`src/rtl/relo_pkg.sv`:
```
`default_nettype none

package relo_pkg;

  // Ring geometry and field widths.
  localparam int unsigned RingDepth  = 16;
  localparam int unsigned LengthBits = 16;
  localparam int unsigned IdxW       = $clog2(RingDepth);
  localparam int unsigned CntW       = $clog2(RingDepth + 1);
  localparam int unsigned PosW       = 20;
  localparam int unsigned HandleW    = 32;

  // Operation codes of an input item.
  localparam logic OP_ADD    = 1'b0;
  localparam logic OP_LOOKUP = 1'b1;

  typedef struct packed {
    logic        op;
    logic [31:0] entry_handle;
    logic [15:0] entry_length;
    logic [19:0] byte_position;
  } in_item_t;

  typedef struct packed {
    logic        found;
    logic [3:0]  slot_index;
    logic [31:0] hit_handle;
    logic [15:0] hit_length;
    logic [15:0] offset_in_entry;
  } out_item_t;

  // Search token that travels from cell to cell around the ring.
  typedef struct packed {
    logic            valid;
    logic [PosW-1:0] pos;
    logic [CntW-1:0] left;
  } probe_t;

  // Result of one cell; all zero unless done is set.
  typedef struct packed {
    logic      done;
    out_item_t item;
  } cell_res_t;

endpackage

`default_nettype wire

```
`src/rtl/relo_cell.sv`:
```
`default_nettype none

module relo_cell (
  input  wire logic                       clk_i,
  input  wire logic                       rst_ni,
  input  wire logic [relo_pkg::IdxW-1:0]  idx_i,
  input  wire logic                       we_i,
  input  wire logic [relo_pkg::HandleW-1:0] handle_i,
  input  wire logic [relo_pkg::LengthBits-1:0] length_i,
  input  wire relo_pkg::probe_t           probe_i,
  output relo_pkg::probe_t                probe_o,
  output relo_pkg::cell_res_t             res_o
);
  import relo_pkg::*;

  logic [HandleW-1:0]    handle_q;
  logic [LengthBits-1:0] length_q;
  probe_t                probe_d, probe_q;
  cell_res_t             res_d, res_q;
  logic                  hit;
  logic                  exhausted;

  // Entry storage of this slot.
  always_ff @(posedge clk_i) begin
    if (we_i) begin
      handle_q <= handle_i;
      length_q <= length_i;
    end
  end

  // Test the arriving token against this entry.
  always_comb begin
    exhausted = (probe_i.left == '0);
    hit       = !exhausted && (probe_i.pos < PosW'(length_q));

    probe_d       = '0;
    probe_d.valid = probe_i.valid && !exhausted && !hit;
    probe_d.pos   = probe_i.pos - PosW'(length_q);
    probe_d.left  = probe_i.left - CntW'(1);

    res_d      = '0;
    res_d.done = probe_i.valid && (exhausted || hit);
    if (probe_i.valid && hit) begin
      res_d.item.found           = 1'b1;
      res_d.item.slot_index      = 4'(idx_i);
      res_d.item.hit_handle      = handle_q;
      res_d.item.hit_length      = 16'(length_q);
      res_d.item.offset_in_entry = probe_i.pos[15:0];
    end
  end

  // Hand the token on and hold the result for one cycle.
  always_ff @(posedge clk_i or negedge rst_ni) begin
    if (!rst_ni) begin
      probe_q <= '0;
      res_q   <= '0;
    end else begin
      probe_q <= probe_d;
      res_q   <= res_d;
    end
  end

  assign probe_o = probe_q;
  assign res_o   = res_q;

endmodule

`default_nettype wire

```
`src/rtl/ring_entry_offset_locator_unit.sv`:
```
`default_nettype none

// Ring of entry descriptors with byte offset lookup.
// Input channel: an item is taken at a rising edge where start_i is high and
// busy_o is low. An add item (op = add) writes the next ring slot in that
// cycle, overwriting the oldest entry when the ring is full; it gives no
// result and busy_o stays low, so a further item may follow at once.
// A lookup item sends a search token into the cell holding the oldest entry.
// The token moves one cell per cycle around the ring of 16 cells, taking each
// entry's length off the remaining offset. The result appears on out_o with
// done_o high for one cycle, registered in the cell where the search ends,
// after the token has passed through the registers of the k cells whose
// entries it passes over (k = 0 .. 16, 16 when not found with a full ring).
// busy_o stays high until the cycle of that strobe, so the next item is taken
// at the earliest in the cycle after the result; no item is taken while a lookup is in flight.
// The receiver cannot stall: each result is valid for exactly one cycle.
// Reset empties the ring and drops any lookup in flight; slot contents are
// not cleared, since only entries written since reset are ever read.
module ring_entry_offset_locator_unit (
  input  wire logic               clk_i,
  input  wire logic               rst_ni,
  input  wire logic               start_i,
  output logic                    busy_o,
  input  wire relo_pkg::in_item_t in_i,
  output logic                    done_o,
  output relo_pkg::out_item_t     out_o
);
  import relo_pkg::*;

  logic [IdxW-1:0] wp_q, wp_d;
  logic [IdxW-1:0] rp_q, rp_d;
  logic            full_q, full_d;
  logic            busy_q, busy_d;
  logic            accept;
  logic            do_add;
  logic            do_lookup;
  logic [CntW-1:0] count;
  probe_t          inject;

  probe_t          cell_in  [RingDepth];
  probe_t          cell_out [RingDepth];
  cell_res_t       cell_res [RingDepth];
  logic [RingDepth-1:0] cell_done;
  out_item_t       merged;

  assign accept    = start_i && !busy_q;
  assign do_add    = accept && (in_i.op == OP_ADD);
  assign do_lookup = accept && (in_i.op == OP_LOOKUP);

  // Number of valid entries in the ring.
  always_comb begin
    if (full_q) begin
      count = CntW'(RingDepth);
    end else if (wp_q >= rp_q) begin
      count = CntW'(wp_q) - CntW'(rp_q);
    end else begin
      count = CntW'(wp_q) + CntW'(RingDepth) - CntW'(rp_q);
    end
  end

  // Token sent into the ring by a lookup.
  always_comb begin
    inject       = '0;
    inject.valid = do_lookup;
    inject.pos   = in_i.byte_position;
    inject.left  = count;
  end

  // Pointer and flag update on an add.
  always_comb begin
    wp_d   = wp_q;
    rp_d   = rp_q;
    full_d = full_q;
    if (do_add) begin
      wp_d = (wp_q == IdxW'(RingDepth - 1)) ? '0 : wp_q + IdxW'(1);
      if (full_q) begin
        rp_d = (rp_q == IdxW'(RingDepth - 1)) ? '0 : rp_q + IdxW'(1);
      end
      full_d = full_q || (wp_d == rp_q);
    end
  end

  // The block is busy from a lookup's acceptance to its result.
  always_comb begin
    busy_d = busy_q;
    if (do_lookup) begin
      busy_d = 1'b1;
    end else if (done_o) begin
      busy_d = 1'b0;
    end
  end

  always_ff @(posedge clk_i or negedge rst_ni) begin
    if (!rst_ni) begin
      wp_q   <= '0;
      rp_q   <= '0;
      full_q <= 1'b0;
      busy_q <= 1'b0;
    end else begin
      wp_q   <= wp_d;
      rp_q   <= rp_d;
      full_q <= full_d;
      busy_q <= busy_d;
    end
  end

  // Ring of cells; the token enters at the oldest entry's cell.
  for (genvar k = 0; k < RingDepth; k++) begin : g_cell
    localparam int unsigned Prev = (k == 0) ? RingDepth - 1 : k - 1;

    assign cell_in[k] = (do_lookup && (rp_q == IdxW'(k))) ? inject : cell_out[Prev];

    relo_cell u_cell (
      .clk_i    (clk_i),
      .rst_ni   (rst_ni),
      .idx_i    (IdxW'(k)),
      .we_i     (do_add && (wp_q == IdxW'(k))),
      .handle_i (in_i.entry_handle),
      .length_i (in_i.entry_length[LengthBits-1:0]),
      .probe_i  (cell_in[k]),
      .probe_o  (cell_out[k]),
      .res_o    (cell_res[k])
    );

    assign cell_done[k] = cell_res[k].done;
  end

  // At most one cell reports at a time; idle cells give zeros.
  always_comb begin
    merged = '0;
    for (int unsigned k = 0; k < RingDepth; k++) begin
      merged = merged | cell_res[k].item;
    end
  end

  assign busy_o = busy_q;
  assign done_o = |cell_done;
  assign out_o  = merged;

  // A single token means a single reporting cell.
  assert property (@(posedge clk_i) disable iff (!rst_ni) $onehot0(cell_done))
    else $error("more than one cell reported a result");

  // A result only ends a lookup that is in flight.
  assert property (@(posedge clk_i) disable iff (!rst_ni) done_o |-> busy_q)
    else $error("result strobe without a lookup in flight");

  // A full ring has its pointers together.
  assert property (@(posedge clk_i) disable iff (!rst_ni) full_q |-> (wp_q == rp_q))
    else $error("full ring with unequal pointers");

  // An accepted lookup keeps the input closed in the next cycle.
  assert property (@(posedge clk_i) disable iff (!rst_ni) do_lookup |=> busy_o)
    else $error("busy not raised after a lookup was accepted");

endmodule

`default_nettype wire

```
`config.mk`:
```
export PLATFORM = sky130hd
export DESIGN_NAME = ring_entry_offset_locator_unit
export DESIGN_NICKNAME = d
export VERILOG_FILES = /design/src/rtl/relo_pkg.sv /design/src/rtl/relo_cell.sv /design/src/rtl/ring_entry_offset_locator_unit.sv
export SDC_FILE = /design/constraint.sdc
export NUM_CORES = 2
export LEC_CHECK = 0
export ABC_AREA = 1
export BUFFER_PORTS_ARGS = -buffer_cell sky130_fd_sc_hd__buf_2
export CAP_MARGIN = 40
export CORE_UTILIZATION = 57
export DETAILED_ROUTE_END_ITERATION = 8
export PLACE_DENSITY = 0.82
export SLEW_MARGIN = 30
export SYNTH_ARGS = -nofsm -noshare
export SYNTH_HDL_FRONTEND = slang
export SYNTH_SLANG_ARGS = --single-unit
export TNS_END_PERCENT = 5
```
`constraint.sdc`:
```
create_clock -name clk_i -period 4.9 [get_ports clk_i]
set_clock_uncertainty 0.2 [all_clocks]
set_input_delay 0.49 -clock clk_i [delete_from_list [all_inputs] [get_ports clk_i]]
set_output_delay 0.49 -clock clk_i [all_outputs]
set_load 0.01 [all_outputs]
```
==> impl_summary.txt <==
----------------------------------------------------
[Outcome]
  Outcome ... finished with violations
  Failing checks ... hold timing, setup timing

[Timing]
  Sum Neg Setup Slack ... -0.00673 ns
  Transition time of the tightest slew-check pin ... between 1 and 1.5 ns
  Number of max-slew violations in the final report ... 0
  Setup Viol. Count Final ... 1
  Achievable clock frequency ... around 200 MHz
  Setup repair after global routing missed its margin ... no
  Final-layout worst hold slack ... -0.0278 ns
  Shortest period the worst path allows ... roughly 4.9 ns
  Share of the clock period used by the worst path after layout ... 1.00
  Final hold violation count ... 2
  Worst relative slew slack ... 0.295
  Final worst setup slack ... -0.00673 ns

[Layout]
  Relative area change from synthesis to final layout ... 14.2%
  Final core area utilization ... 0.657
  Fraction of final layout cells sized beyond drive strength 1 ... 0.0870
  Most common cell after layout, fill and taps aside ... dfrtp_1
  Number of nets in the final layout ... around 9300
  Top library cells by usage in the layout, fill and taps aside ... dfrtp_1 (1482), inv_1 (1438), nor2_1 (1305), nand2_1 (1076), edfxtp_1 (768)

[Global routing]
  Met3 GRT Util ... 0.104
  Grt total ovfl ... 0
  Via count of the first global-routing pass ... around 65000
  Antenna violations before repair ... 24
  Met2 capacity usage during global routing ... 0.535
  First-pass GRT wire length ... about 400000 µm
  Global routing's busiest layer ... met2
  Overall routing resource usage ... 0.351
  Met1 layer usage reported by global route ... 0.473
  Pin count of the biggest net entering global routing ... roughly 170

[Routing]
  Routed wire length per instance ... 25.5 µm
  Number of search-and-repair iterations in the first detailed-routing pass ... 9
  Violation count after the first detailed-route iteration ... around 8500
  Post-detailed-route via-to-cell ratio ... 5.79
  Total DRC errors in the routed layout ... 0
  Detailed-route via count ... between 60000 and 70000
  Post-DRT Antenna Nets ... 0
  Total length of routed wires ... around 280000 µm

[Critical path]
  Number of buffers and inverters on the critical path ... 2
  Critical setup path kind ... reg2reg
  Register-to-Register Path Depth ... 15
  Crit-path max cell delay ... approximately 0.55 ns
  Reg-to-reg endpoint ... g_cell[15].u_cell.res_o[39]
  Crit path cell chain ... ha_1 -> nand2_1 -> nor2_4 -> buf_4 -> o21ai_0 -> ha_1 -> a21oi_1 -> o21a_1 -> nand2_1 -> nand2_1 -> nand2_1 -> nor2_2 -> nand3_4 -> buf_12 -> nor2_1
  Worst reg2reg startpoint ... rp_q[0]
  Crit-path max FO ... 65
  Slowest stage cell on the critical path ... nor2_4
  Kind of start point of the critical path ... flop
  Data arrival, critical path ... between 5 and 6 ns
  Required @ worst endpoint ... between 5 and 6 ns
  Minimum setup slack among reg-to-reg paths ... -0.007 ns
  Family with the most delay on the worst path ... simple AND/OR/NAND/NOR gates
  Nature of the critical path endpoint ... flop
  Cell with the most instances on the worst path ... nand2_1

[Floorplanning]
  Top-level port count ... approximately 140
  Horizontal die dimension ... between 400 and 500 µm
  Y dimension of the die ... slightly above 400 µm
  Total number of placement rows ... around 150
  Core region area ... 159000 µm²
  Initial core utilization ... 0.575
  Area of the die ... about 160000 µm²

[Pwr]
  Design Power ... ~0.037 W
  Leakage ... about 52 nW
  Largest voltage drop on the vdd net ... around 0.37 mV
  Total power per unit cell area ... approximately 360 nW/µm²

[Logic synthesis]
  Cell Area, Synth ... a little over 90000 µm²
  Cell count after synthesis ... between 8000 and 9000
  Share of synthesized cell area in full adder, half adder and majority cells ... 0.0449
  Number of synthesis warnings ... 0
  Simple-Gate Fraction of Synth Area ... 0.141
  Dominant combinational cell family by area after synthesis ... simple AND/OR/NAND/NOR gates
  Sequential fraction of the synthesis area ... 0.659
  Multiplexer share of the synthesized area ... 0
  Post-Synth XOR/XNOR Area ... 0.0311
  Post-synth cell types ... 36
  Avg Inst Size Synth ... about 11 µm²
  Flip-flop and latch count after synthesis ... 2250
  Share of the synthesized area in compound gates (AO/OA/AOI/OAI) ... 0.0513
  Post-Syn Nets ... between 8000 and 9000

[Flow run]
  Max-capacitance violation count ... 0

[CTS]
  Number of levels in the clock H-tree ... 4
  Clk_lat worst skew ... around 0.9 ns
  Number of buffers created by CTS ... between 200 and 250
  Clk Tree Root Cell ... clkbuf_16
  TritonCTS clock tree ... yes
  Maximum clock path buffer count ... 3
  Sinks on Clock Net ... between 2000 and 2500
  Clock transition at the register clock pins on the worst setup and hold paths after CTS ... around 0.070 ns
  Setup fix buffers added after clock tree synthesis ... 0

[Placed design]
  Hpwl dp ... roughly 190000 µm
  # port buffers ... approximately 140
  Weighted congestion reported at the end of routability-driven placement ... between 1 and 1.5

[Min path]
  Hold/Removal Path Class ... in2async

----------------------------------------------------
==> worst max-delay path by stage <==
stage / startpoint / endpoint / slack [ns] / cells after the start
3_3_place_gp: in_i[68] / g_cell[15].u_cell.res_o[21] / 0.28 / 15
3_5_place_dp: in_i[68] / g_cell[15].u_cell.res_o[34] / 0.26 / 15
4_1_cts: rp_q[0] / g_cell[10].u_cell.res_o[39] / 0.22 / 17
6_report: rp_q[0] / g_cell[15].u_cell.res_o[39] / -0.007 / 15
2_1_floorplan: busy_o / g_cell[3].u_cell.handle_q[0] / -0.24 / 5
5_1_grt: rp_q[1] / g_cell[0].u_cell.res_o[40] / 0.003 / 18
==> kinds of logic after synthesis <==
family,count (synthesis)
AND/OR/NAND/NOR,3036
flip-flops,2250
buffers and inverters,1658
AO/OA/AOI/OAI,879
XOR/XNOR,324
adder cells (fa/ha/maj),317
==> per-layer routing <==
| metal | part of all wire | vias up |
|---|---|---|
| met2 | 0.45 | 4133 |
| met3 | 0.13 | 766 |
| met1 | 0.38 | 31800 |
| li1 | - | 27900 |
| met4 | 0.043 | 16 |
| met5 | 0.00039 | - |
==> per-stage QoR <==
stage	setup slack, ns	instances	area (µm²)
3_5_place_dp	0.258	10700	95900
4_1_cts	0.219	11100	104000
6_report	-0.00673	11200	104000
3_3_place_gp	0.277	10600	95600
5_1_grt	0.00254	11200	104000
2_1_floorplan	-0.236	8464	91300
==> timing repair <==
action / 4_1_cts / 5_1_grt
gates resized for setup: 0 / 7
hold buffers: 68 / 0
endpoints found under the setup margin: 0 / 4
endpoints found under the hold margin: 951 / 0
==> worst register-to-register path: stages, from the launching register on <==
cell and delay [ns]:
dfrtp_1 0.48, ha_1 0.29, nand2_1 0.14, nor2_4 0.55
buf_4 0.49, o21ai_0 0.35, ha_1 0.44, a21oi_1 0.29
o21a_1 0.17, nand2_1 0.09, nand2_1 0.07, nand2_1 0.18
nor2_2 0.26, nand3_4 0.10, buf_12 0.19, nor2_1 0.57
==> state kept, by name (all words and copies together), names as in the netlist <==
signal / count
rp_q: 4
busy_o: 1
g_cell.u_cell.length_q: 256
g_cell.u_cell.res_o: 1056
wp_q: 4
full_q: 1
g_cell.u_cell.probe_o: 416
g_cell.u_cell.handle_q: 512
==> Yosys cell counts <==
library cell	count	area, µm²
dfrtp_1	1482	37100
inv_1	1438	5400
nor2_1	1321	4960
nand2_1	1076	4040
edfxtp_1	768	23100
o21ai_0	439	2200
a21oi_1	307	1540
ha_1	300	3750
nor4_1	264	1650
nand3_1	209	1050
xor2_1	203	1780
xnor2_1	121	1060
nand4_1	99	619
clkbuf_1	87	327
a21o_1	56	420
buf_2	53	265
buf_4	41	308
nor3_1	27	135
buf_6	26	293
o21bai_1	19	143
fa_1	17	340
o21ai_1	17	85.1
a21boi_0	16	120
a31oi_1	14	87.6
inv_2	11	41.3
nor2_2	9	56.3
nor2_8	8	160
o21ai_2	8	70.1
nand3b_1	7	52.6
nor2_4	6	67.6
or2_2	5	31.3
and2_1	4	25.0
o21a_1	3	22.5
buf_12	1	20.0
clkinv_1	1	3.75
nand3_4	1	17.5
==> power by group <==
part	total [W]	leakage, nW	internal, W	switching, W
Clock	0.0174	3.60	0.00967	0.00769
Combinational	0.000559	22.3	0.0000877	0.000471
Sequential	0.0195	26.6	0.0195	0
==> final cells by class <==
type | instances | area (µm²)
multi-input combinational | 4557 | 25000
clock buffer | 302 | 6090
tap | 2072 | 2590
timing repair buffer | 409 | 3640
inverter | 1450 | 5450
fill | 11100 | 54500
antenna | 9 | 22.5
clock inverter | 106 | 1310
sequential | 2250 | 60100
(Power assumes the default switching activity.)
